### src/design/cbad_pkg.sv
// Package for the console bus address decoder: store sizes, address map
// constants, route and target codes, and the command record passed front to back.
`timescale 1ns / 1ps

package cbad_pkg;

  // Store sizes
  localparam int RAM_DEPTH     = 2048;
  localparam int EXP_DEPTH     = 8160;
  localparam int TABLE_DEPTH   = 1024;
  localparam int PALETTE_DEPTH = 32;
  localparam int NT_DEPTH      = 4 * TABLE_DEPTH;

  localparam int WRAM_AW = $clog2(RAM_DEPTH);
  localparam int EXP_AW  = $clog2(EXP_DEPTH);
  localparam int NT_AW   = $clog2(NT_DEPTH);
  localparam int TBL_AW  = $clog2(TABLE_DEPTH);
  localparam int PAL_AW  = $clog2(PALETTE_DEPTH);
  localparam int PAL_W   = 6;

  // Index field wide enough for the largest store
  localparam int IDX_W = EXP_AW;

  // Clearing pass walks the largest store
  localparam int CLR_W    = EXP_AW;
  localparam int CLR_LAST = EXP_DEPTH - 1;

  // Queue between front and back
  localparam int Q_DEPTH = 2;
  localparam int Q_AW    = $clog2(Q_DEPTH);
  localparam int Q_CW    = $clog2(Q_DEPTH + 1);

  // Configuration port
  localparam int CFG_AW  = 3;
  localparam int CFG_DW  = 32;
  localparam int CFG_IW  = CFG_AW - 2;
  localparam logic [CFG_IW-1:0] REG_MIRROR_MODE = CFG_IW'(0);

  // CPU map
  localparam logic [15:0] CPU_PPUREG_BASE = 16'h2000;
  localparam logic [15:0] CPU_APU_BASE    = 16'h4000;
  localparam logic [15:0] CPU_DMA_ADDR    = 16'h4014;
  localparam logic [15:0] CPU_EXP_BASE    = 16'h4020;
  localparam logic [15:0] CPU_MAPPER_BASE = 16'h6000;

  // PPU map: address bits 13..8 equal to this select the palette page
  localparam logic [5:0] PPU_PAL_PAGE = 6'h3F;

  // Name-table arrangement codes
  localparam logic [1:0] MIRROR_HORZ = 2'd0;
  localparam logic [1:0] MIRROR_VERT = 2'd1;
  localparam logic [1:0] MIRROR_FOUR = 2'd2;

  typedef enum logic [2:0] {
    ROUTE_LOCAL   = 3'd0,
    ROUTE_PPUREG  = 3'd1,
    ROUTE_DMA     = 3'd2,
    ROUTE_APU     = 3'd3,
    ROUTE_MAPPER  = 3'd4,
    ROUTE_INVALID = 3'd5
  } route_t;

  typedef enum logic [2:0] {
    TGT_NONE = 3'd0,
    TGT_WRAM = 3'd1,
    TGT_EXP  = 3'd2,
    TGT_NTAB = 3'd3,
    TGT_PAL  = 3'd4
  } tgt_t;

  typedef struct packed {
    tgt_t             tgt;
    logic             wr;
    logic [IDX_W-1:0] idx;
    logic [7:0]       wdata;
    route_t           route;
    logic [2:0]       ppu_reg;
    logic [15:0]      fwd_addr;
    logic [7:0]       fwd_data;
  } cmd_t;

  typedef struct packed {
    logic avail;
    cmd_t cmd;
  } q_head_t;

endpackage

### src/design/cbad_queue.sv
// Two-entry command queue between the front end and the back end.
// Depends on cbad_pkg.
`timescale 1ns / 1ps

module cbad_queue (
  input  logic               clk,
  input  logic               rst_n,
  input  logic               push,
  input  cbad_pkg::cmd_t     push_cmd,
  input  logic               pop,
  output logic               full,
  output cbad_pkg::q_head_t  head
);
  import cbad_pkg::*;

  cmd_t            entry_r [Q_DEPTH];
  logic [Q_AW-1:0] wr_ptr_r, wr_ptr_nxt;
  logic [Q_AW-1:0] rd_ptr_r, rd_ptr_nxt;
  logic [Q_CW-1:0] count_r, count_nxt;

  assign full       = (count_r == Q_CW'(Q_DEPTH));
  assign head.avail = (count_r != '0);
  assign head.cmd   = entry_r[rd_ptr_r];

  always_comb begin
    wr_ptr_nxt = wr_ptr_r;
    rd_ptr_nxt = rd_ptr_r;
    count_nxt  = count_r;
    if (push) begin
      wr_ptr_nxt = wr_ptr_r + Q_AW'(1);
    end
    if (pop) begin
      rd_ptr_nxt = rd_ptr_r + Q_AW'(1);
    end
    if (push && !pop) begin
      count_nxt = count_r + Q_CW'(1);
    end else if (!push && pop) begin
      count_nxt = count_r - Q_CW'(1);
    end
  end

  always_ff @(posedge clk) begin
    if (!rst_n) begin
      wr_ptr_r <= '0;
      rd_ptr_r <= '0;
      count_r  <= '0;
    end else begin
      wr_ptr_r <= wr_ptr_nxt;
      rd_ptr_r <= rd_ptr_nxt;
      count_r  <= count_nxt;
    end
  end

  always_ff @(posedge clk) begin
    if (push) begin
      entry_r[wr_ptr_r] <= push_cmd;
    end
  end

endmodule

### config.mk
export PLATFORM = sky130hd
export DESIGN_NAME = cbad_queue
export DESIGN_NICKNAME = d
export VERILOG_FILES = /design/src/design/cbad_pkg.sv /design/src/design/cbad_queue.sv
export SDC_FILE = /design/constraint.sdc
export NUM_CORES = 1
export LEC_CHECK = 0
export ABC_AREA = 1
export ABC_CLOCK_PERIOD_IN_PS = 4870
export BUFFER_PORTS_ARGS = -buffer_cell sky130_fd_sc_hd__buf_4
export CAP_MARGIN = 20
export CORE_MARGIN = 5
export CORE_UTILIZATION = 52
export CTS_BUF_LIST = sky130_fd_sc_hd__clkbuf_16
export DETAILED_ROUTE_END_ITERATION = 6
export PLACE_DENSITY = 0.82
export SYNTH_ARGS = -nofsm -noshare
export SYNTH_HDL_FRONTEND = slang
export SYNTH_SLANG_ARGS = --single-unit
### constraint.sdc
create_clock -name clk -period 4.87 [get_ports clk]
set_input_delay 0.974 -clock clk [delete_from_list [all_inputs] [get_ports clk]]
set_output_delay 0.974 -clock clk [all_outputs]
set_load 0.05 [all_outputs]
# Word level (Yosys, flattened, before mapping)
# Memories as Yosys holds them, arrays and structs flattened. A register that Yosys moved wholly into a read port is not among the register bits.
# Cells that the tools add are included.
# op_classes
add_sub_neg,4
n_eq_ne,1
reduce_logical,6
muxes,6
# op_table
operator,n
1-bit 2-to-1 mux,4
2-bit 2-to-1 mux,2
2-bit nonzero test,2
1-bit adder (second input constant),2
2-bit by 1-bit adder with 2-bit output (second input constant),1
2-bit == test (second input constant),1
1-bit logical AND,2
1-bit zero test,2
2-bit by 1-bit subtractor with 2-bit output (second input constant),1
# word_totals
word_cells,21
ram_bits,110
out_inout_bits,57
reg_bits,4
mem_count,1
# memory_table
name,words,width,rd,rd_clocked_by_memory_dff,write_ports,line_no,text
entry_r,2,55,1,1,1,cbad_queue.sv:16,cmd_t entry_r [Q_DEPTH];

# Logic depth before layout (Yosys ltp)
# Gate-level depths: netlist of run 1.
# depth
ltp_word,4
ltp_mapped,8
mapped_depth_nobuf,8

# Worst setup path after synthesis of run 1
# Ideal clock, no wire load.
# synth_path
kind,input to register
from,in push
to,"mem entry_r[0][0] (netlist name), enable pin"
path_slack_ps,1078
cell_stages,2
path_buffers,0
arrival_time_ps,3323
cell_sequence,inv_1 -> nor2_1
# synth_via
elab_chain_cells,2
# synth_rtl
element,line_no,text
"start, declared",cbad_queue.sv:8,"input logic push,"
1-bit 2-to-1 mux,cbad_queue.sv:55,if (push) begin
1-bit 2-to-1 mux (implied by the code),cbad_queue.sv:56,entry_r[wr_ptr_r] <= push_cmd;
"end, declared",cbad_queue.sv:16,
# Every way passes these cells.

==> metrics.txt, run 1 <==
# TYPE chip_impl_metric gauge
chip_impl_metric{name="synthesis.area",unit="um2"} 4450
chip_impl_metric{name="synth_top_cell_area_share",unit="%"} 74.2
chip_impl_metric{name="cp.required",unit="ps"} 3900
chip_impl_metric{name="ys_seq_area_share",unit="%"} 76.5
chip_impl_metric{name="crit_path_max_fanout",unit=""} 55
chip_impl_metric{name="number_of_setup_violations_in_the_final_report",unit=""} 0
chip_impl_metric{name="max_freq",unit="GHz"} 0.330
chip_impl_metric{name="final.setup.tns",unit="ps"} 0
chip_impl_metric{name="die_h",unit="um"} 103
chip_impl_metric{name="netlist-cell-type-count",unit=""} 14
chip_impl_info{name="critical_path.slowest_cell",value="sky130_fd_sc_hd__dfxtp_4"} 1
chip_impl_metric{name="floorplan.io_pins",unit=""} 116
chip_impl_metric{name="postCtsResizedCells",unit=""} 0
chip_impl_metric{name="hold_violation_total_from_the_final_report",unit=""} 0
chip_impl_metric{name="initial_utilization",unit="%"} 53.9
chip_impl_metric{name="diodes",unit=""} 0
chip_impl_metric{name="share_of_final_layout_standard_cells_stronger_than_drive_strength_1",unit="%"} 58.8
chip_impl_metric{name="grt_pass1_vias",unit=""} 2319
chip_impl_metric{name="powerDensity",unit="nW/um2"} 462
chip_impl_metric{name="core_area",unit="um2"} 8260
chip_impl_metric{name="routed-via-count",unit=""} 2246
chip_impl_metric{name="critPathBufInv",unit=""} 1
chip_impl_info{name="setup.worst_path.end_class",value="output port"} 1
chip_impl_metric{name="post_syn_instances",unit=""} 206
chip_impl_metric{name="critPathArrivalTime",unit="ps"} 2060
chip_impl_metric{name="placed_cells",unit=""} 422
chip_impl_metric{name="antenna_violations_before_repair",unit=""} 0
chip_impl_metric{name="worstMarginPinSlew",unit="ps"} 1010
chip_impl_metric{name="hpwlAfterDp",unit="um"} 5000
chip_impl_info{name="critPathTopFamily",value="flip-flops"} 1
chip_impl_metric{name="route.detailed.vias_per_inst",unit=""} 4.99
chip_impl_metric{name="grt_pass1_wl",unit="um"} 11400
chip_impl_info{name="hold_path_startpoint",value="rd_ptr_r"} 1
chip_impl_metric{name="drtAntennaViolNets",unit=""} 0
chip_impl_metric{name="post_synth.cell_area_avg",unit="um2"} 21.6
chip_impl_info{name="status",value="completed"} 1
chip_impl_info{name="setup.worst_path.class",value="reg2out"} 1
chip_impl_info{name="synth_top_cell_by_area",value="sky130_fd_sc_hd__edfxtp_1"} 1
chip_impl_info{name="cts_tree",value="yes"} 1
chip_impl_metric{name="cts.clk_slew.worst_paths",unit="ps"} 50
chip_impl_metric{name="number_of_buffers_created_by_cts",unit=""} 17
chip_impl_info{name="path_cells",value="mux2_2, buf_4"} 1
chip_impl_metric{name="fin_crit_sh",unit="%"} 62.3
chip_impl_info{name="worst_hold_path_type",value="reg2reg"} 1
chip_impl_metric{name="remaining_drcs",unit=""} 0
chip_impl_info{name="layout_common_cells",value="117 x sky130_fd_sc_hd__buf_4, 110 x sky130_fd_sc_hd__edfxtp_1, 50 x sky130_fd_sc_hd__mux2_4"} 1
chip_impl_metric{name="routed_wirelength",unit="um"} 7580
chip_impl_metric{name="fin_cells",unit=""} 450
chip_impl_metric{name="cts_sink_count",unit=""} 115
chip_impl_metric{name="cts_post_setup_buffers_inserted",unit=""} 0
chip_impl_info{name="yosys-top-cells-area",value="sky130_fd_sc_hd__edfxtp_1 74%, sky130_fd_sc_hd__mux2_4 17%, sky130_fd_sc_hd__buf_12 2.2%"} 1
chip_impl_metric{name="floorplan_die_width",unit="um"} 103
chip_impl_metric{name="maxSlewViolCount",unit=""} 0
chip_impl_metric{name="cts_h_tree_lvls",unit=""} 4
chip_impl_metric{name="clock_insertion_delay_worst_skew",unit="ps"} 390
chip_impl_metric{name="power.leakage",unit="nW"} 2.40
chip_impl_metric{name="layout_min_cycle_time",unit="ps"} 3030
chip_impl_metric{name="synth.ff_latch_count",unit=""} 115
chip_impl_metric{name="slowest_delay",unit="ps"} 1020
chip_impl_metric{name="syn2layout_area_growth",unit="%"} 33.2
chip_impl_metric{name="timing.max_slew.rel_slack",unit="%"} 32.7
chip_impl_metric{name="globalplace.congestion",unit=""} 0.720
chip_impl_metric{name="wire_per_inst",unit="um"} 16.8
chip_impl_metric{name="worst_clock_skew",unit="ps"} 4.31
chip_impl_info{name="clk_root_buffer_cell",value="sky130_fd_sc_hd__clkbuf_16"} 1
chip_impl_metric{name="postSynthNetCount",unit=""} 266
chip_impl_metric{name="drt_first_pass_iters",unit=""} 4
chip_impl_metric{name="clockBufferDepth",unit=""} 2
chip_impl_metric{name="pin_count_of_the_biggest_net_entering_global_routing",unit=""} 56
chip_impl_metric{name="ys.warnings.count",unit=""} 0
chip_impl_metric{name="design.final.nets",unit=""} 396
chip_impl_info{name="grt_setup_unrepaired",value="false"} 1
chip_impl_metric{name="grt.overflow.total",unit=""} 0
chip_impl_metric{name="fillers",unit=""} 543
chip_impl_metric{name="timing.hold.ws",unit="ps"} 515
chip_impl_metric{name="number_of_max_capacitance_violations_reported",unit=""} 0
chip_impl_info{name="critPathLaunchType",value="register"} 1
chip_impl_metric{name="drtIter0Drc",unit=""} 113
chip_impl_metric{name="cts_hold_buffers",unit=""} 0
chip_impl_metric{name="ir_drop",unit="mV"} 0.309
chip_impl_info{name="regToRegStartpoint",value="wr_ptr_r"} 1
chip_impl_info{name="mostFrequentLayoutCell",value="sky130_fd_sc_hd__buf_4"} 1
chip_impl_metric{name="placement.io_buffers",unit=""} 115
chip_impl_metric{name="gr-usage-all-layers",unit="%"} 14.9
chip_impl_metric{name="dieArea",unit="um2"} 10500
chip_impl_metric{name="placementRows",unit=""} 33
-- logic make-up (layout without fill, tap and decap cells) --
kind of cell             Yosys count  in the layout  synth area share (%)
AO/OA/AOI/OAI                      2              2                 0.225
adder cells (fa/ha/maj)            1              1                 0.281
buffers and inverters             14            153                  3.18
flip-flops                       115            115                  76.5
multiplexers                      55             55                  18.1
AND/OR/NAND/NOR                   19             19                  1.69
-- where the power goes --
group          internal [W]  total, W  switching [W]
Combinational      0.000153  0.000383       0.000229
Clock              0.000787   0.00118       0.000389
Sequential          0.00115   0.00118      0.0000324
Total               0.00209   0.00274       0.000650
-- layout make-up --
cell class                      instances  area (um2)  share of cell area (%)
Inverter                                8        30.0                   0.507
Multi-Input combinational cell         77         912                    15.4
Sequential cell                       115        3410                    57.5
Clock inverter                         11         141                    2.39
Tap cell                              105         131                    2.22
Clock buffer                           17         425                    7.18
Timing Repair Buffer                  117         878                    14.8
-- final timing paths --
path                                       end  slack, ps  cells after the start
worst max-delay path                  head[39]       1840                      2
worst min-delay path                  register        510                      2
worst max register to register  entry_r[0][28]       3040                      2
worst min register to register        register        510                      2
-- flip-flops by register name, summed over array words and instances (netlist names), named ones only --
signal / cells
wr_ptr_r: 1
count_r: 2
entry_r: 110
rd_ptr_r: 1
-- Yosys cell counts, drive strengths merged --
cell and number:
inv 8, dfxtp 5, buf 6, nand4 1
edfxtp 110, ha 1, nor2 8, nand2 9
o21ai 1, mux2 55, a21oi 1, nand3 1
-- worst register-to-register path: cells and delay by family (launching register included) --
kind                   cells  cell delay [ps]
buffers and inverters      1              480
DFF                        1              350
and+or+nand+nor            1              640
-- metal layers --
metal / up-vias / track usage (%) / wire length, um
met5: - / 0 / 0
met4: 0 / 6.36 / 99
met3: 9 / 5.35 / 538
met2: 82 / 25.2 / 4000
met1: 1109 / 17.2 / 2940
li1: 1046 / - / -
-- per-stage QoR --
| step | power, W | utilization, % | worst slack [ps] | instance area, um2 |
|---|---|---|---|---|
| after global placement | 0.00157 | 64.9 | 2240 | 5360 |
| after detailed placement | 0.00158 | 64.9 | 2230 | 5360 |
| after global routing | 0.00283 | 71.8 | 1760 | 5930 |
| after floorplan | 0.00147 | - | 1080 | 4450 |
| after CTS | 0.00276 | 71.8 | 1810 | 5930 |
| final | 0.00274 | 71.8 | 1840 | 5930 |
(Power assumes the default switching activity.)
==> run 2: changes to the inputs <==
==> config.mk (replaced) <==
export PLATFORM = sky130hd
export DESIGN_NAME = cbad_queue
export DESIGN_NICKNAME = d
export VERILOG_FILES = /design/src/design/cbad_pkg.sv /design/src/design/cbad_queue.sv
export SDC_FILE = /design/constraint.sdc
export NUM_CORES = 1
export LEC_CHECK = 0
export ABC_AREA = 0
export ABC_CLOCK_PERIOD_IN_PS = 3100
export BUFFER_PORTS_ARGS = -buffer_cell sky130_fd_sc_hd__buf_4
export CAP_MARGIN = 20
export CORE_MARGIN = 5
export CORE_UTILIZATION = 51
export CTS_BUF_LIST = sky130_fd_sc_hd__clkbuf_16
export DETAILED_ROUTE_END_ITERATION = 6
export PLACE_DENSITY = 0.81
export SYNTH_ARGS = -nofsm -noshare
export SYNTH_HDL_FRONTEND = slang
export SYNTH_SLANG_ARGS = --single-unit
==> constraint.sdc (replaced) <==
create_clock -name clk -period 3.1 [get_ports clk]
set_input_delay 0.62 -clock clk [delete_from_list [all_inputs] [get_ports clk]]
set_output_delay 0.62 -clock clk [all_outputs]
set_load 0.05 [all_outputs]
==> metrics.txt, run 2 <==
# TYPE chip_impl_metric gauge
chip_impl_metric{name="slowest_delay",unit="ps"} 420
chip_impl_metric{name="hold_violation_total_from_the_final_report",unit=""} 0
chip_impl_metric{name="worstMarginPinSlew",unit="ps"} 580
chip_impl_metric{name="crit_path_max_fanout",unit=""} 30
chip_impl_metric{name="share_of_final_layout_standard_cells_stronger_than_drive_strength_1",unit="%"} 61.1
chip_impl_metric{name="synth.ff_latch_count",unit=""} 115
chip_impl_metric{name="cts_hold_buffers",unit=""} 0
chip_impl_metric{name="design.final.nets",unit=""} 385
chip_impl_metric{name="largest_reg_flops",unit=""} 110
chip_impl_metric{name="worst_clock_skew",unit="ps"} 6.84
chip_impl_metric{name="placementRows",unit=""} 33
chip_impl_metric{name="drtIter0Drc",unit=""} 88
chip_impl_metric{name="postSynthNetCount",unit=""} 253
chip_impl_info{name="grt_setup_unrepaired",value="false"} 1
chip_impl_metric{name="postCtsResizedCells",unit=""} 0
chip_impl_info{name="critPathTopFamily",value="buffers and inverters"} 1
chip_impl_metric{name="hpwlAfterDp",unit="um"} 5000
chip_impl_info{name="critical_path.most_common_cell",value="sky130_fd_sc_hd__buf_4"} 1
chip_impl_metric{name="power.leakage",unit="nW"} 2.21
chip_impl_metric{name="number_of_setup_violations_in_the_final_report",unit=""} 0
chip_impl_metric{name="powerDensity",unit="nW/um2"} 739
chip_impl_metric{name="ys_seq_area_share",unit="%"} 80.9
chip_impl_info{name="critical_path.slowest_cell",value="sky130_fd_sc_hd__mux2_2"} 1
chip_impl_metric{name="p_total",unit="W"} 0.00425
chip_impl_metric{name="ff2ff_setup_slack",unit="ps"} 1580
chip_impl_info{name="yosys-top-cells-area",value="sky130_fd_sc_hd__edfxtp_1 79%, sky130_fd_sc_hd__mux2_2 15%, sky130_fd_sc_hd__dfxtp_1 2.4%"} 1
chip_impl_info{name="clk_root_buffer_cell",value="sky130_fd_sc_hd__clkbuf_16"} 1
chip_impl_metric{name="gr-usage-all-layers",unit="%"} 15.4
chip_impl_metric{name="rr_worst_depth",unit=""} 2
chip_impl_info{name="synth_top_cell_by_area",value="sky130_fd_sc_hd__edfxtp_1"} 1
chip_impl_metric{name="core_area",unit="um2"} 8130
chip_impl_metric{name="drt_first_pass_iters",unit=""} 4
chip_impl_metric{name="cts.clk_slew.worst_paths",unit="ps"} 50
chip_impl_info{name="status",value="completed"} 1
chip_impl_metric{name="synthesis.area",unit="um2"} 4210
chip_impl_metric{name="netlist-cell-type-count",unit=""} 17
chip_impl_info{name="registers.top_by_ff_count",value="entry_r"} 1
chip_impl_info{name="mostFrequentLayoutCell",value="sky130_fd_sc_hd__buf_4"} 1
chip_impl_info{name="regToRegStartpoint",value="wr_ptr_r"} 1
chip_impl_info{name="path_cells",value="buf_4, mux2_2, buf_4"} 1
chip_impl_metric{name="syn2layout_area_growth",unit="%"} 36.8
chip_impl_metric{name="maxSlewViolCount",unit=""} 0
chip_impl_metric{name="worst-path-stages",unit=""} 3
chip_impl_info{name="layout_common_cells",value="117 x sky130_fd_sc_hd__buf_4, 110 x sky130_fd_sc_hd__edfxtp_1, 55 x sky130_fd_sc_hd__mux2_2"} 1
chip_impl_info{name="worst_hold_path_type",value="in2reg"} 1
chip_impl_metric{name="max_freq",unit="GHz"} 0.435
chip_impl_metric{name="async_sr_flop_fraction",unit="%"} 0
chip_impl_metric{name="cts_h_tree_lvls",unit=""} 4
chip_impl_metric{name="dieArea",unit="um2"} 10200
chip_impl_metric{name="number_of_max_capacitance_violations_reported",unit=""} 0
chip_impl_metric{name="route.detailed.vias_per_inst",unit=""} 4.89
chip_impl_metric{name="cp.required",unit="ps"} 2480
chip_impl_info{name="reg2reg_capture_point",value="entry_r[1][5]"} 1
chip_impl_metric{name="globalplace.congestion",unit=""} 0.702
chip_impl_metric{name="antenna_violations_before_repair",unit=""} 0
chip_impl_metric{name="ys.warnings.count",unit=""} 0
chip_impl_metric{name="grt_pass1_wl",unit="um"} 11600
chip_impl_metric{name="remaining_drcs",unit=""} 0
chip_impl_metric{name="routed_wirelength",unit="um"} 7480
chip_impl_metric{name="floorplan.io_pins",unit=""} 116
chip_impl_metric{name="pre_cts_ws",unit="ps"} 1190
chip_impl_metric{name="final.setup.tns",unit="ps"} 0
chip_impl_metric{name="floorplan_die_width",unit="um"} 101
chip_impl_metric{name="cts_post_setup_buffers_inserted",unit=""} 0
chip_impl_info{name="biggestRegsByFlops",value="entry_r x110, count_r x2"} 1
chip_impl_metric{name="fin_crit_sh",unit="%"} 74.2
chip_impl_metric{name="drtAntennaViolNets",unit=""} 0
chip_impl_metric{name="post_synth.cell_area_avg",unit="um2"} 21.8
chip_impl_metric{name="clockBufferDepth",unit=""} 2
chip_impl_metric{name="ir_drop",unit="mV"} 0.616
chip_impl_metric{name="diodes",unit=""} 0
chip_impl_info{name="timing.critical_path.to",value="head[34]"} 1
chip_impl_metric{name="die_h",unit="um"} 101
chip_impl_metric{name="placement.io_buffers",unit=""} 115
chip_impl_info{name="dominantRegCellSynth",value="sky130_fd_sc_hd__edfxtp_1"} 1
chip_impl_metric{name="timing.max_slew.rel_slack",unit="%"} 61.3
chip_impl_metric{name="cts_sink_count",unit=""} 115
chip_impl_info{name="commonest_cells_in_the_netlist",value="110 x sky130_fd_sc_hd__edfxtp_1, 55 x sky130_fd_sc_hd__mux2_2, 5 x sky130_fd_sc_hd__buf_6, 5 x sky130_fd_sc_hd__dfxtp_1, 4 x sky130_fd_sc_hd__and2_1"} 1
chip_impl_metric{name="wire_per_inst",unit="um"} 16.9
chip_impl_metric{name="critPathArrivalTime",unit="ps"} 1680
chip_impl_metric{name="grt.overflow.total",unit=""} 0
chip_impl_metric{name="pin_count_of_the_biggest_net_entering_global_routing",unit=""} 39
chip_impl_metric{name="number_of_buffers_created_by_cts",unit=""} 17
chip_impl_metric{name="post_syn_instances",unit=""} 193
chip_impl_metric{name="setup_slack",unit="ps"} 800
chip_impl_metric{name="clock_insertion_delay_worst_skew",unit="ps"} 380
chip_impl_metric{name="synth_edf_count",unit=""} 110
chip_impl_metric{name="layout_min_cycle_time",unit="ps"} 2300
chip_impl_metric{name="synth_top_cell_area_share",unit="%"} 78.5
chip_impl_info{name="critPathLaunchType",value="register"} 1
chip_impl_info{name="cts_tree",value="yes"} 1
chip_impl_info{name="setup.worst_path.end_class",value="output port"} 1
chip_impl_info{name="setup.worst_path.class",value="reg2out"} 1
chip_impl_metric{name="grt_pass1_vias",unit=""} 2383
chip_impl_info{name="synth_most_common_cell",value="sky130_fd_sc_hd__edfxtp_1"} 1
chip_impl_metric{name="routed-via-count",unit=""} 2160
chip_impl_metric{name="critPathBufInv",unit=""} 2
chip_impl_metric{name="initial_utilization",unit="%"} 51.7
-- run 2: cell count changes after synthesis, moves of 5 or more --
cell                      delta
sky130_fd_sc_hd__inv_1       -7
sky130_fd_sc_hd__mux2_2     +50
sky130_fd_sc_hd__nand2_1     -9
sky130_fd_sc_hd__mux2_4     -50
sky130_fd_sc_hd__buf_12      -5
sky130_fd_sc_hd__nor2_1      -8
-- run 2: worst min-delay path by stage --
stage	from	cells after the start	endpoint
final	push_cmd[4]	1	entry_r[1][4]
after CTS	push_cmd[4]	1	entry_r[0][4]
after global routing	push_cmd[46]	1	entry_r[1][46]
after detailed placement	count_r[1]	2	count_r[1]
after floorplan	count_r[1]	2	count_r[1]
after global placement	count_r[1]	2	count_r[1]
-- run 2: kinds of logic (layout without fill, tap and decap cells) --
| family | Yosys count | after routing | synth area share, % |
|---|---|---|---|
| DFF | 115 | 115 | 80.9 |
| muxes | 55 | 55 | 14.7 |
| and+or+nand+nor | 9 | 9 | 1.40 |
| buffers and inverters | 7 | 151 | 1.61 |
| AOI/OAI and AO/OA | 3 | 3 | 0.476 |
| xor gates and xnor gates | 3 | 3 | 0.625 |
| adders and majority gates | 1 | 1 | 0.297 |
-- run 2: layout make-up --
type / instances / area, um2
flip-flops and latches: 115 / 3400
fillers: 525 / 2380
repair buffers: 119 / 918
multi-input cells: 71 / 746
clock buffers: 17 / 425
well taps: 105 / 131
clock inverters: 14 / 125
inverters: 1 / 3.75
-- run 2: stage by stage --
step | instances | hold WS (ps) | util, % | instance area (um2)
2_1_floorplan | 193 | 461 | - | 4210
3_3_place_gp | 411 | 481 | 64.0 | 5200
3_5_place_dp | 411 | 515 | 64.0 | 5200
4_1_cts | 442 | 400 | 70.7 | 5750
5_1_grt | 442 | 398 | 70.7 | 5750
6_report | 442 | 415 | 70.7 | 5750
-- run 2: routing by layer --
layer / up-vias / part of all wire, % / global-route usage [%]
met5: - / 0 / 0
met4: 0 / 0.75 / 5.91
met3: 5 / 7.3 / 5.54
met2: 78 / 54 / 26.7
met1: 1052 / 38 / 17.4
li1: 1025 / - / -
-- run 2: power breakdown --
group / total, W / internal, W / leakage (nW) / switching [W]
sequential: 0.00182 / 0.00180 / 1.07 / 0.0000208
clock: 0.00177 / 0.00116 / 0.283 / 0.000612
combinational: 0.000665 / 0.000241 / 0.852 / 0.000424
total: 0.00425 / 0.00320 / 2.21 / 0.00106
