## config.mk

```make
export PLATFORM = sky130hd
export DESIGN_NAME = cbad_front_flat
export DESIGN_NICKNAME = d
export VERILOG_FILES = /design/src/design/cbad_pkg.sv /design/src/design/cbad_in_if.sv /design/src/design/cbad_front.sv /design/src/flat_wrapper.sv
export SDC_FILE = /design/constraint.sdc
export NUM_CORES = 1
export LEC_CHECK = 0
export BUFFER_PORTS_ARGS = -buffer_cell sky130_fd_sc_hd__buf_4
export CAP_MARGIN = 20
export CORE_MARGIN = 3
export CORE_UTILIZATION = 36
export DETAILED_ROUTE_END_ITERATION = 8
export PLACE_DENSITY = 0.84
export REMOVE_ABC_BUFFERS = 1
export SETUP_SLACK_MARGIN = 0.15
export SYNTH_ARGS = -nofsm -noshare
export SYNTH_HDL_FRONTEND = slang
export SYNTH_SLANG_ARGS = --single-unit
```

## constraint.sdc

```tcl
create_clock -name vclk -period 3
set_clock_uncertainty 0.2 [all_clocks]
set_input_delay 0.6 -clock vclk [all_inputs]
set_output_delay 0.6 -clock vclk [all_outputs]
set_load 0.05 [all_outputs]
```

## src/design/cbad_pkg.sv

```systemverilog
// Package for the console bus address decoder: store sizes, address map
// constants, route and target codes, and the command record passed front to back.
`timescale 1ns / 1ps

package cbad_pkg;

  // Store sizes
  localparam int RAM_DEPTH     = 2048;
  localparam int EXP_DEPTH     = 8160;
  localparam int TABLE_DEPTH   = 1024;
  localparam int PALETTE_DEPTH = 32;
  localparam int NT_DEPTH      = 4 * TABLE_DEPTH;

  localparam int WRAM_AW = $clog2(RAM_DEPTH);
  localparam int EXP_AW  = $clog2(EXP_DEPTH);
  localparam int NT_AW   = $clog2(NT_DEPTH);
  localparam int TBL_AW  = $clog2(TABLE_DEPTH);
  localparam int PAL_AW  = $clog2(PALETTE_DEPTH);
  localparam int PAL_W   = 6;

  // Index field wide enough for the largest store
  localparam int IDX_W = EXP_AW;

  // Clearing pass walks the largest store
  localparam int CLR_W    = EXP_AW;
  localparam int CLR_LAST = EXP_DEPTH - 1;

  // Queue between front and back
  localparam int Q_DEPTH = 2;
  localparam int Q_AW    = $clog2(Q_DEPTH);
  localparam int Q_CW    = $clog2(Q_DEPTH + 1);

  // Configuration port
  localparam int CFG_AW  = 3;
  localparam int CFG_DW  = 32;
  localparam int CFG_IW  = CFG_AW - 2;
  localparam logic [CFG_IW-1:0] REG_MIRROR_MODE = CFG_IW'(0);

  // CPU map
  localparam logic [15:0] CPU_PPUREG_BASE = 16'h2000;
  localparam logic [15:0] CPU_APU_BASE    = 16'h4000;
  localparam logic [15:0] CPU_DMA_ADDR    = 16'h4014;
  localparam logic [15:0] CPU_EXP_BASE    = 16'h4020;
  localparam logic [15:0] CPU_MAPPER_BASE = 16'h6000;

  // PPU map: address bits 13..8 equal to this select the palette page
  localparam logic [5:0] PPU_PAL_PAGE = 6'h3F;

  // Name-table arrangement codes
  localparam logic [1:0] MIRROR_HORZ = 2'd0;
  localparam logic [1:0] MIRROR_VERT = 2'd1;
  localparam logic [1:0] MIRROR_FOUR = 2'd2;

  typedef enum logic [2:0] {
    ROUTE_LOCAL   = 3'd0,
    ROUTE_PPUREG  = 3'd1,
    ROUTE_DMA     = 3'd2,
    ROUTE_APU     = 3'd3,
    ROUTE_MAPPER  = 3'd4,
    ROUTE_INVALID = 3'd5
  } route_t;

  typedef enum logic [2:0] {
    TGT_NONE = 3'd0,
    TGT_WRAM = 3'd1,
    TGT_EXP  = 3'd2,
    TGT_NTAB = 3'd3,
    TGT_PAL  = 3'd4
  } tgt_t;

  typedef struct packed {
    tgt_t             tgt;
    logic             wr;
    logic [IDX_W-1:0] idx;
    logic [7:0]       wdata;
    route_t           route;
    logic [2:0]       ppu_reg;
    logic [15:0]      fwd_addr;
    logic [7:0]       fwd_data;
  } cmd_t;

  typedef struct packed {
    logic avail;
    cmd_t cmd;
  } q_head_t;

endpackage

```

## src/design/cbad_in_if.sv

```systemverilog
// Input channel of the decoder: one byte access per transfer.
// Stands alone; no package needed.
`timescale 1ns / 1ps

interface cbad_in_if;
  logic        valid;
  logic        ready;
  logic        func;
  logic        bus_map;
  logic [15:0] bus_addr;
  logic [7:0]  wr_data;

  modport source (output valid, func, bus_map, bus_addr, wr_data, input ready);
  modport sink   (input valid, func, bus_map, bus_addr, wr_data, output ready);
endinterface

```

## src/design/cbad_front.sv

```systemverilog
// Front end: accepts accesses and classifies them into store commands and routes.
// Depends on cbad_pkg and cbad_in_if.
`timescale 1ns / 1ps

module cbad_front (
  cbad_in_if.sink           in_ch,
  input  logic [1:0]        mirror_mode,
  input  logic              clr_busy,
  input  logic              q_full,
  output logic              push,
  output cbad_pkg::cmd_t    cmd
);
  import cbad_pkg::*;

  logic [15:0]       addr;
  logic [15:0]       exp_off;
  logic [PAL_AW-1:0] pal_idx;
  logic [1:0]        bank;
  logic [1:0]        tsel;

  assign in_ch.ready = !clr_busy && !q_full;
  assign push        = in_ch.valid && in_ch.ready;

  assign addr    = in_ch.bus_addr;
  assign exp_off = addr - CPU_EXP_BASE;
  assign bank    = addr[TBL_AW+1:TBL_AW];

  // Fold the mirrored palette backdrop entries onto the lower half
  always_comb begin
    pal_idx = addr[PAL_AW-1:0];
    if (pal_idx[PAL_AW-1] && (pal_idx[1:0] == 2'b00)) begin
      pal_idx[PAL_AW-1] = 1'b0;
    end
  end

  always_comb begin
    unique case (mirror_mode)
      MIRROR_HORZ: tsel = {1'b0, bank[1]};
      MIRROR_VERT: tsel = {1'b0, bank[0]};
      default:     tsel = bank;
    endcase
  end

  always_comb begin
    cmd       = '0;
    cmd.tgt   = TGT_NONE;
    cmd.route = ROUTE_LOCAL;
    cmd.wr    = in_ch.func;
    cmd.wdata = in_ch.wr_data;
    if (!in_ch.bus_map) begin
      if (addr < CPU_PPUREG_BASE) begin
        cmd.tgt = TGT_WRAM;
        cmd.idx = IDX_W'(addr[WRAM_AW-1:0]);
      end else if (addr < CPU_APU_BASE) begin
        cmd.route   = ROUTE_PPUREG;
        cmd.ppu_reg = addr[2:0];
      end else if (addr == CPU_DMA_ADDR) begin
        cmd.route = in_ch.func ? ROUTE_DMA : ROUTE_INVALID;
      end else if (addr < CPU_EXP_BASE) begin
        cmd.route = ROUTE_APU;
      end else if (addr < CPU_MAPPER_BASE) begin
        cmd.tgt = TGT_EXP;
        cmd.idx = exp_off[IDX_W-1:0];
      end else begin
        cmd.route    = ROUTE_MAPPER;
        cmd.fwd_addr = addr;
      end
    end else begin
      if (!addr[13]) begin
        cmd.route    = ROUTE_MAPPER;
        cmd.fwd_addr = {3'b000, addr[12:0]};
      end else if (addr[13:8] == PPU_PAL_PAGE) begin
        cmd.tgt   = TGT_PAL;
        cmd.idx   = IDX_W'(pal_idx);
        cmd.wdata = {2'b00, in_ch.wr_data[PAL_W-1:0]};
      end else begin
        cmd.tgt = TGT_NTAB;
        cmd.idx = IDX_W'({tsel, addr[TBL_AW-1:0]});
      end
    end
    // Hand the byte on for writes on the register, DMA and mapper routes
    if (in_ch.func && ((cmd.route == ROUTE_PPUREG) || (cmd.route == ROUTE_DMA)
                       || (cmd.route == ROUTE_MAPPER))) begin
      cmd.fwd_data = in_ch.wr_data;
    end
  end

endmodule

```

## src/flat_wrapper.sv

```systemverilog
// flat-port wrapper written by rule: the top's interface ports become plain ports
module cbad_front_flat import cbad_pkg::*;
  (mirror_mode, clr_busy, q_full, push, cmd, in_ch_valid, in_ch_func, in_ch_bus_map, in_ch_bus_addr, in_ch_wr_data, in_ch_ready);
  cbad_in_if in_ch_i ();
  input  logic [1:0] mirror_mode;
  input  logic clr_busy;
  input  logic q_full;
  output logic push;
  output cbad_pkg::cmd_t cmd;
  input wire logic [$bits(in_ch_i.valid)-1:0] in_ch_valid;
  input wire logic [$bits(in_ch_i.func)-1:0] in_ch_func;
  input wire logic [$bits(in_ch_i.bus_map)-1:0] in_ch_bus_map;
  input wire logic [$bits(in_ch_i.bus_addr)-1:0] in_ch_bus_addr;
  input wire logic [$bits(in_ch_i.wr_data)-1:0] in_ch_wr_data;
  output wire logic [$bits(in_ch_i.ready)-1:0] in_ch_ready;
  assign in_ch_i.valid = in_ch_valid;
  assign in_ch_i.func = in_ch_func;
  assign in_ch_i.bus_map = in_ch_bus_map;
  assign in_ch_i.bus_addr = in_ch_bus_addr;
  assign in_ch_i.wr_data = in_ch_wr_data;
  assign in_ch_ready = in_ch_i.ready;
  cbad_front u_core (.in_ch(in_ch_i), .mirror_mode(mirror_mode), .clr_busy(clr_busy), .q_full(q_full), .push(push), .cmd(cmd));
endmodule
```

## After elaboration in Yosys (flattened, before gate mapping)

Cells that the tools add are included.

| word-level totals | value |
|---|---|
| register bits | 0 |
| bits of input ports | 31 |
| output and inout bits | 57 |
| logic and storage cells | 58 |

| cells by class | value |
|---|---|
| $add $sub $neg | 1 |
| magnitude comparators | 4 |
| eq/ne operators | 6 |
| mux-type cells | 37 |
| reduce and logical (&&, ||, !) cells | 10 |

Operator list:

| kind | number |
|---|---|
| 13-bit 2-to-1 mux | 7 |
| 16-bit 2-to-1 mux | 5 |
| 16-bit by 15-bit < comparator with 1-bit output (second input constant) | 3 |
| 3-bit 2-to-1 mux | 16 |
| 8-bit 2-to-1 mux | 3 |
| 22-bit 2-to-1 mux | 1 |
| 20-bit 2-to-1 mux | 1 |
| 16-bit by 15-bit == test with 1-bit output (second input constant) | 1 |
| 16-bit by 14-bit < comparator with 1-bit output (second input constant) | 1 |
| 13-bit by 6-bit subtractor with 13-bit output (second input constant) | 1 |
| 12-bit 2-to-1 mux | 1 |
| 6-bit == test (second input constant) | 1 |
| 1-bit logical AND | 4 |
| 2-bit zero test | 2 |
| 2-bit case mux with 2 select lines | 1 |
| 3-bit by 1-bit == test with 1-bit output (second input constant) | 1 |
| 3-bit by 2-bit == test with 1-bit output (second input constant) | 1 |
| 3-bit == test (second input constant) | 1 |
| 2-bit by 1-bit == test with 1-bit output (second input constant) | 1 |
| 1-bit zero test | 2 |
| 1-bit logical OR | 2 |
| 2-bit 2-to-1 mux | 1 |
| 1-bit 2-to-1 mux | 1 |

## Depth between registers and ports, before layout

Gate-level depths: netlist of run 1.

| depth | value |
|---|---|
| word-level depth | 12 |
| gate-level depth with buffers | 6 |
| depth with buffers taken out | 6 |

## Worst setup path after synthesis of run 1

No wires, ideal clock.

| path | value |
|---|---|
| path kind | input -> output |
| from | input in_ch_bus_addr[8] |
| to | output cmd[29] (netlist bit) |
| arrival time | 2.693 ns |
| data required time | 2.200 ns |
| path slack | -0.493 ns |
| stages on the path | 6 |
| path buffers | 2 |
| cell sequence | buf_2 > or4_4 > buf_6 > nor3_1 > a21oi_1 > nor3_1 |

RTL lines:

| what | line | source |
|---|---|---|
| start: declaration | flat_wrapper.sv:13 | `input wire logic [$bits(in_ch_i.bus_addr)-1:0] in_ch_bus_addr;` |
| end: declaration | flat_wrapper.sv:9 | `output cbad_pkg::cmd_t cmd;` |

==> results of run 1 <==
## power by group through the flow
stage / Combinational (mW) / Sequential, mW / Clock [mW]
floorplan: 0.189 / 0 / 0
detailed placement: 0.345 / 0 / 0
finish: 0.409 / 0 / 0
global placement: 0.339 / 0 / 0
global route: 0.421 / 0 / 0
CTS: 0.363 / 0 / 0
## worst max path at each step
stage                                  start      end  depth (start not counted)
final                      in_ch_bus_addr[5]  cmd[49]                          8
after global routing      in_ch_bus_addr[11]   cmd[4]                          7
after CTS                 in_ch_bus_addr[11]  cmd[46]                          7
after detailed placement   in_ch_bus_addr[9]  cmd[46]                          7
after global placement     in_ch_bus_addr[9]  cmd[46]                          7
after floorplan            in_ch_bus_addr[9]  cmd[29]                          4
## placed cells by master (no fill, tap or decap), types with 2 or more instances in the layout
cell type / n
and2_4: 4
nor4_1: 2
nor2_1: 15
buf_4: 81
or4_4: 2
nand2_1: 19
nor4_4: 2
nor3_1: 4
nor3_2: 2
and2_1: 19
a21oi_1: 2
a21o_1: 5
buf_8: 6
inv_1: 3
a21oi_2: 2
buf_6: 24
o31ai_1: 2
## through the flow
stage          std cells  power (mW)
2_1_floorplan        115       0.189
3_3_place_gp         243       0.339
3_5_place_dp         243       0.345
4_1_cts              247       0.363
5_1_grt              253       0.421
6_report             253       0.409
## final cells by class
type	instances	area (um2)	area share [%]
timing repair buffer	111	968	52.8
multi-input combinational	110	812	44.2
tap	27	33.8	1.84
inverter	5	21.3	1.16
## worst max-delay path, stage by stage
cell and delay (ps):
buf_8 110, inv_4 60, ha_4 130, or3b_4 380
or4_4 510, a21o_1 180, o21ai_2 70, buf_6 180
## cell usage after synthesis (2+ instances only)
| library cell | n |
|---|---|
| a21oi_1 | 4 |
| a21o_1 | 5 |
| nor3_1 | 6 |
| o31ai_1 | 3 |
| nor2_1 | 17 |
| buf_4 | 7 |
| inv_1 | 5 |
| or3_1 | 2 |
| nand2_1 | 20 |
| buf_6 | 2 |
| o21ai_1 | 2 |
| and2_1 | 23 |
| clkbuf_1 | 5 |
| nor4_1 | 3 |
| buf_2 | 3 |
## kinds of logic (layout without fill, tap and decap cells)
group / after synthesis / count (layout) / synth area share (%)
AO/OA/AOI/OAI: 26 / 26 / 26.2
adder cells (fa/ha/maj): 1 / 1 / 1.57
buffers and inverters: 22 / 116 / 16.0
AND/OR/NAND/NOR: 83 / 83 / 56.2
## layer usage
layer | GRT usage [%] | vias to the layer above | wire [um]
met4 | 9.36 | 0 | 355
met2 | 50.6 | 160 | 2480
met1 | 31.7 | 688 | 1710
met5 | 0 | - | 0
met3 | 3.38 | 43 | 573
li1 | - | 637 | -
## repair_timing
| action | 4_1_cts | 5_1_grt |
|---|---|---|
| resized for setup | 26 | 44 |
| endpoints found under the setup margin | 21 | 39 |
| pin swaps | 20 | 16 |
| setup buffers | 4 | 6 |
| hold endpoints to repair | 0 | 0 |
==> impl_metrics.py, run 1 <==
metrics = {
    "outcome": {
        "status": "complete, but fails checks",
        "violations": "setup timing",
    },
    "sta": {
        "slew-limit-headroom_pct": 66.5,
        "setup_total_negative_slack_ps": -26.1,
        "worst_hold_slack_ps": 1270,
        "final.period_utilization_pct": 101,
        "grt_setup_unrepaired": "yes",
        "setup_viol_count_final": 3,
        "worstMarginPinSlew_ps": 503,
        "fmax_mhz": 331,
        "finalWorstPathRequiredPeriod_ps": 3020,
        "fin_ws_ps": -21.4,
        "timing.final.max_slew_violations": 0,
        "hold_viol_final": 0,
    },
    "power": {
        "pwr_density_cell_nw_per_um2": 223,
        "pwr-share-comb_pct": 100.0,
        "p_leak_nw": 0.933,
        "seqPwrFrac_pct": 0,
        "clock_power_share_pct": 0,
        "internal_power_mw": 0.146,
        "sw_frac_of_total_pct": 64.2,
        "worst_supply_voltage_drop_on_vdd_mv": 0.172,
        "total_switching_power_mw": 0.263,
    },
    "global_routing": {
        "grt_overflow_total": 0,
        "antenna_found_initial": 0,
        "first_global_vias": 1339,
        "pin_count_of_the_biggest_net_entering_global_routing": 14,
        "grt_pass1_wl_mm": 5.97,
        "track_usage_pct": 27.3,
    },
    "floorplan": {
        "design.portCount": 88,
        "die_width_um": 53.1,
        "initial_core_utilization_pct": 39.4,
        "die_h_um": 53.1,
        "die-area_um2": 2810,
        "placement_rows": 16,
        "placeable_core_region_um2": 2020,
    },
    "synthesis": {
        "mean_cell_area_of_the_mapped_netlist_um2": 6.04,
        "yosys_warnings": 0,
        "post_synth_num_cell_types": 40,
        "netlist_instances": 132,
        "top_area_cell_type_share_of_the_netlist_area_pct": 18.1,
        "post_synthesis_sequential_area_ratio_pct": 0,
        "synthesis.area_um2": 797,
        "post-synth-top-area-cell": "and2_1",
        "synth.top_cells.by_area": "and2_1 18%, nand2_1 9.4%, nor2_1 8.0%",
    },
    "worst_hold_path": {
        "number_of_cells_on_the_worst_hold_path": 2,
        "holdCritPathClass": "in2out",
        "whs_endpoint": "cmd[32]",
        "hold_path_startpoint": "in_ch_wr_data[2]",
    },
    "critical_path": {
        "criticalPathCategory": "in2out",
        "critPathLaunchType": "input pin",
        "worst_ep_arrival_time_ps": 2220,
        "worst-endpoint-required_ps": 2200,
        "critical_path_peak_fanout": 5,
        "worstSetupEndpointType": "output port",
    },
    "drt": {
        "drt_pre_antenna_iters": 4,
        "route.final.wire_length_mm": 5.13,
        "vias_per_cell": 6.04,
        "initialDrtViolationCount": 98,
        "drt.antenna.violating_nets": 0,
        "mean_routed_wirelength_per_cell_um": 20.3,
        "final_routed_drc_violation_total": 0,
        "routed-via-count": 1528,
    },
    "layout": {
        "num-clock-buffers": 0,
        "sequential_cell_area_um2": 0,
        "design.final.nets": 260,
        "post-route-util_pct": 90.8,
        "n_fill_cell": 80,
        "number_of_inserted_diodes": 0,
        "layout-drive-gt1-share_pct": 63.3,
        "flow.area_growth_from_synthesis_pct": 130,
        "final_design_area_no_fill_um2": 1840,
        "layout.sequential_cells": 0,
    },
    "run": {
        "count_of_maximum_capacitance_violations": 0,
    },
    "placed_design": {
        "placedInstanceArea_um2": 1480,
        "final_weighted_congestion_in_routability_driven_placement": 0.855,
        "port_buffers": 88,
        "pre_cts_slack_ps": 5.01,
        "dpl.hpwl_mm": 2.80,
    },
    "clock_network": {
        "holdBufCountCts": 0,
    },
}
No activity file was read; power rests on OpenSTA's default activity.
==> run 2: changes to the inputs <==
--- a/config.mk
+++ b/config.mk
@@ -10,7 +10,7 @@
 export CORE_MARGIN = 3
 export CORE_UTILIZATION = 36
 export DETAILED_ROUTE_END_ITERATION = 8
-export PLACE_DENSITY = 0.84
+export PLACE_DENSITY = 0.89
 export REMOVE_ABC_BUFFERS = 1
 export SETUP_SLACK_MARGIN = 0.15
 export SYNTH_ARGS = -nofsm -noshare
==> impl_metrics.py, run 2 (synthesis gave the netlist of run 1 again) <==
metrics = {
    "outcome": {
        "status": "complete, but fails checks",
        "violations": "setup timing",
    },
    "power": {
        "worst_supply_voltage_drop_on_vdd_mv": 0.143,
        "p_leak_nw": 0.898,
        "pwr_density_cell_nw_per_um2": 224,
        "post-layout-total-power_mw": 0.394,
    },
    "floorplan": {
        "die_width_um": 53.1,
        "design.portCount": 88,
        "die-area_um2": 2810,
        "initial_core_utilization_pct": 39.4,
        "placeable_core_region_um2": 2020,
        "placement_rows": 16,
        "die_h_um": 53.1,
    },
    "layout": {
        "layout.sequential_cells": 0,
        "num-clock-buffers": 0,
        "final_design_area_no_fill_um2": 1760,
        "mostFrequentLayoutCell": "buf_4",
        "layout-drive-gt1-share_pct": 61.7,
        "flow.area_growth_from_synthesis_pct": 121,
        "sequential_cell_area_um2": 0,
        "post-route-util_pct": 87.1,
        "number_of_inserted_diodes": 0,
        "multi_input_area_um2": 803,
        "design.final.nets": 256,
        "highest_count_cells_in_the_layout_ignoring_fill_and_taps": "80 x buf_4, 27 x buf_6, 22 x and2_1",
        "n_fill_cell": 95,
        "final_cell_count_no_fill": 249,
    },
    "drt": {
        "route.final.wire_length_mm": 4.69,
        "mean_routed_wirelength_per_cell_um": 18.8,
        "vias_per_cell": 5.92,
        "drt.antenna.violating_nets": 0,
        "routed-via-count": 1473,
        "initialDrtViolationCount": 85,
        "final_routed_drc_violation_total": 0,
        "drt_pre_antenna_iters": 4,
    },
    "placed_design": {
        "dpl.hpwl_mm": 2.53,
        "final_weighted_congestion_in_routability_driven_placement": 0.810,
        "placed_cells": 243,
        "port_buffers": 88,
        "pre_cts_slack_ps": 6.51,
        "placedInstanceArea_um2": 1480,
    },
    "sta": {
        "timing.final.max_slew_violations": 0,
        "hold_viol_final": 0,
        "grt_setup_unrepaired": "yes",
        "worst_hold_slack_ps": 1270,
        "worstMarginPinSlew_ps": 563,
        "finalWorstPathRequiredPeriod_ps": 3060,
        "fmax_mhz": 326,
        "slew-limit-headroom_pct": 62.2,
        "setup_viol_count_final": 3,
        "fin_ws_ps": -63.0,
        "final.period_utilization_pct": 102,
        "setup_total_negative_slack_ps": -66.1,
    },
    "global_routing": {
        "antenna_found_initial": 0,
        "grt_overflow_total": 0,
        "first_global_vias": 1115,
        "track_usage_pct": 22.7,
        "grt_pass1_wl_mm": 5.03,
        "pin_count_of_the_biggest_net_entering_global_routing": 14,
    },
    "critical_path": {
        "critPathLaunchType": "input pin",
        "worst_ep_arrival_time_ps": 2260,
        "critical_path_peak_fanout": 3,
        "worst-endpoint-required_ps": 2200,
        "worstSetupEndpointType": "output port",
        "criticalPathCategory": "in2out",
    },
    "run": {
        "count_of_maximum_capacitance_violations": 0,
    },
    "worst_hold_path": {
        "holdCritPathClass": "in2out",
    },
}
[run 2: cell count changes in the layout (fill, tap and decap cells not counted), moves of 3 or more]
| cell | before | now |
|---|---|---|
| buf_6 | 24 | 27 |
| and2_4 | 4 | 1 |
| and2_1 | 19 | 22 |
| nor2_1 | 15 | 11 |
| buf_8 | 6 | 0 |
| nor2_2 | 1 | 6 |
[run 2: path summary, 6_finish.rpt]
check                             start  endpoint  slack, ps  cells after the start
worst max-delay path  in_ch_bus_addr[8]   cmd[29]        -60                      7
worst min-delay path   in_ch_wr_data[2]   cmd[32]       1270                      2
[run 2: where the power goes]
part | internal (mW) | switching, mW | total, mW
Sequential | 0 | 0 | 0
Clock | 0 | 0 | 0
Combinational | 0.136 | 0.258 | 0.394
[run 2: metal layers]
metal | global-route usage [%] | up-vias | part of all wire, %
met3 | 1.69 | 34 | 13
met1 | 26.3 | 669 | 33
met2 | 45.0 | 140 | 48
met5 | 0 | - | 0
li1 | - | 630 | -
met4 | 3.40 | 0 | 6.6
[run 2: timing repair]
action | in CTS | in global routing
gates resized for setup | 17 | 40
hold buffers | 0 | 0
pin swaps | 7 | 17
endpoints found under the setup margin | 22 | 37
buffers inserted | 1 | 5
[run 2: area by class of cell]
type               instances  area share (%)
inverters                  5            1.07
multi-input cells        110            45.6
well taps                 27            1.92
repair buffers           107            51.4
[run 2: worst max-delay path, cell delays in order]
cell and delay (ps):
buf_6 90, or4_4 580, buf_4 180, nor3_1 230, a21oi_1 130, nor3_2 240, buf_6 200
==> run 3: changes to the inputs <==
--- a/config.mk
+++ b/config.mk
@@ -5,12 +5,13 @@
 export SDC_FILE = /design/constraint.sdc
 export NUM_CORES = 1
 export LEC_CHECK = 0
+export ABC_AREA = 1
 export BUFFER_PORTS_ARGS = -buffer_cell sky130_fd_sc_hd__buf_4
 export CAP_MARGIN = 20
 export CORE_MARGIN = 3
-export CORE_UTILIZATION = 36
+export CORE_UTILIZATION = 38
 export DETAILED_ROUTE_END_ITERATION = 8
-export PLACE_DENSITY = 0.89
+export PLACE_DENSITY = 0.9
 export REMOVE_ABC_BUFFERS = 1
 export SETUP_SLACK_MARGIN = 0.15
 export SYNTH_ARGS = -nofsm -noshare
==> impl_metrics.py, run 3 <==
metrics = {
    "layout": {
        "mostFrequentLayoutCell": "buf_4",
        "final_cell_count_no_fill": 295,
        "number_of_inserted_diodes": 0,
        "design.final.nets": 302,
        "flow.area_growth_from_synthesis_pct": 106,
        "n_fill_cell": 110,
        "post-route-util_pct": 86.2,
        "layout.sequential_cells": 0,
        "layout-drive-gt1-share_pct": 52.6,
        "highest_count_cells_in_the_layout_ignoring_fill_and_taps": "86 x buf_4, 37 x inv_1, 34 x nor2_1",
        "sequential_cell_area_um2": 0,
        "multi_input_area_um2": 767,
        "num-clock-buffers": 0,
    },
    "synthesis": {
        "post_synthesis_sequential_area_ratio_pct": 0,
        "synth_top_cells_by_count": "39 x nor2_1, 37 x inv_1, 27 x nand2_1, 13 x nor2_2, 9 x nand3_1",
        "synth.top_cells.by_area": "nor2_1 17%, inv_1 16%, nand2_1 12%",
        "synthesis.area_um2": 862,
        "mean_cell_area_of_the_mapped_netlist_um2": 4.87,
        "yosysMostFrequentCell": "nor2_1",
        "yosys_warnings": 0,
        "post-synth-top-area-cell": "nor2_1",
        "netlist_instances": 177,
        "top_area_cell_type_share_of_the_netlist_area_pct": 17.0,
        "post_synth_num_cell_types": 25,
    },
    "global_routing": {
        "pin_count_of_the_biggest_net_entering_global_routing": 10,
        "antenna_found_initial": 0,
        "grt_overflow_total": 0,
        "track_usage_pct": 23.9,
        "grt_pass1_wl_mm": 5.40,
        "first_global_vias": 1274,
    },
    "placed_design": {
        "port_buffers": 88,
        "pre_cts_slack_ps": 112,
        "final_weighted_congestion_in_routability_driven_placement": 0.890,
        "placed_cells": 287,
        "dpl.hpwl_mm": 2.63,
    },
    "power": {
        "p_leak_nw": 1.03,
        "post-layout-total-power_mw": 0.433,
        "pwr_density_cell_nw_per_um2": 244,
        "worst_supply_voltage_drop_on_vdd_mv": 0.194,
    },
    "drt": {
        "drt_pre_antenna_iters": 4,
        "routed-via-count": 1575,
        "mean_routed_wirelength_per_cell_um": 15.2,
        "final_routed_drc_violation_total": 0,
        "drt.antenna.violating_nets": 0,
        "vias_per_cell": 5.34,
        "route.final.wire_length_mm": 4.49,
        "initialDrtViolationCount": 90,
    },
    "critical_path": {
        "critical_path_peak_fanout": 8,
        "worst_ep_arrival_time_ps": 2210,
        "worst-endpoint-required_ps": 2200,
        "criticalPathCategory": "in2out",
        "critPathLaunchType": "input pin",
        "worstSetupEndpointType": "output port",
    },
    "sta": {
        "setup_viol_count_final": 3,
        "fmax_mhz": 332,
        "timing.final.max_slew_violations": 0,
        "slew-limit-headroom_pct": 76.3,
        "finalWorstPathRequiredPeriod_ps": 3010,
        "grt_setup_unrepaired": "yes",
        "hold_viol_final": 0,
        "setup_total_negative_slack_ps": -24.9,
        "fin_ws_ps": -14.8,
        "final.period_utilization_pct": 100,
        "worstMarginPinSlew_ps": 355,
    },
    "floorplan": {
        "design.portCount": 88,
        "placement_rows": 16,
        "die_width_um": 53.6,
        "placeable_core_region_um2": 2060,
        "die-area_um2": 2880,
        "die_h_um": 53.6,
        "initial_core_utilization_pct": 41.8,
    },
    "worst_hold_path": {
        "number_of_cells_on_the_worst_hold_path": 2,
        "hold_path_startpoint": "in_ch_wr_data[3]",
        "holdCritPathClass": "in2out",
        "whs_endpoint": "cmd[33]",
    },
    "outcome": {
        "status": "complete, but fails checks",
        "violations": "setup timing",
    },
    "run": {
        "count_of_maximum_capacitance_violations": 0,
    },
    "clock_network": {
        "holdBufCountCts": 0,
    },
}
==> run 3: through the flow <==
stage,hold WS (ps),cell area (um2)
floorplan,1000,800
global placement,1270,1520
detailed placement,1270,1520
CTS,1270,1690
global route,1270,1780
finish,1270,1780
==> run 3: how the worst max path moves through the flow <==
stage                     depth (start not counted)  endpoint  slack, ps          startpoint
final                                            13    cmd[2]        -10   in_ch_bus_addr[9]
after global routing                             13    cmd[5]        -70   in_ch_bus_addr[7]
after CTS                                        13    cmd[6]        150   in_ch_bus_addr[8]
after global placement                           13    cmd[1]        180   in_ch_bus_addr[7]
after detailed placement                         13    cmd[2]        110   in_ch_bus_addr[1]
after floorplan                                   3   cmd[50]       -290  in_ch_bus_addr[14]
==> run 3: what timing repair did <==
action | CTS | global route
pin swaps | 10 | 19
hold endpoints to repair | 0 | 0
endpoints found under the setup margin | 8 | 14
cloned | 0 | 0
gates resized for setup | 33 | 14
buffers inserted | 4 | 4
==> run 3: worst max-delay path: stages <==
cell and delay (ps):
buf_8 110, nor2_4 140, nand2_4 90, nor2_4 130, nand3_2 100, nand2_2 100, nor2_4 50, nor2_4 140
nand2_2 80, nand2_2 80, nand3_4 230, nor2_4 200, buf_8 160
==> run 3: logic make-up (layout without fill, tap and decap cells) <==
logic type / Yosys count / in the layout / synth area share (%)
and+or+nand+nor: 107 / 107 / 59.4
AOI/OAI and AO/OA: 13 / 13 / 9.14
buffers and inverters: 52 / 143 / 26.0
adders and majority gates: 1 / 1 / 1.45
xor gates and xnor gates: 4 / 4 / 4.06
==> run 3: report_power, final <==
| part | internal, mW | switching, mW | leakage (nW) | total (mW) |
|---|---|---|---|---|
| logic | 0.139 | 0.295 | 1.03 | 0.433 |
| clock network | 0 | 0 | 0 | 0 |
| registers | 0 | 0 | 0 | 0 |
==> run 3: final cells by class <==
type / count / share of cell area, %
multi-input cells: 125 / 43.2
inverters: 43 / 9.08
well taps: 27 / 1.90
repair buffers: 100 / 45.8
==> run 3: per-layer routing <==
layer,routed length (um),vias to the layer above,global-route usage [%]
li1,-,718,-
met1,1690,701,31.0
met2,2170,132,43.5
met3,424,24,1.66
met4,206,0,3.83
met5,0,-,0
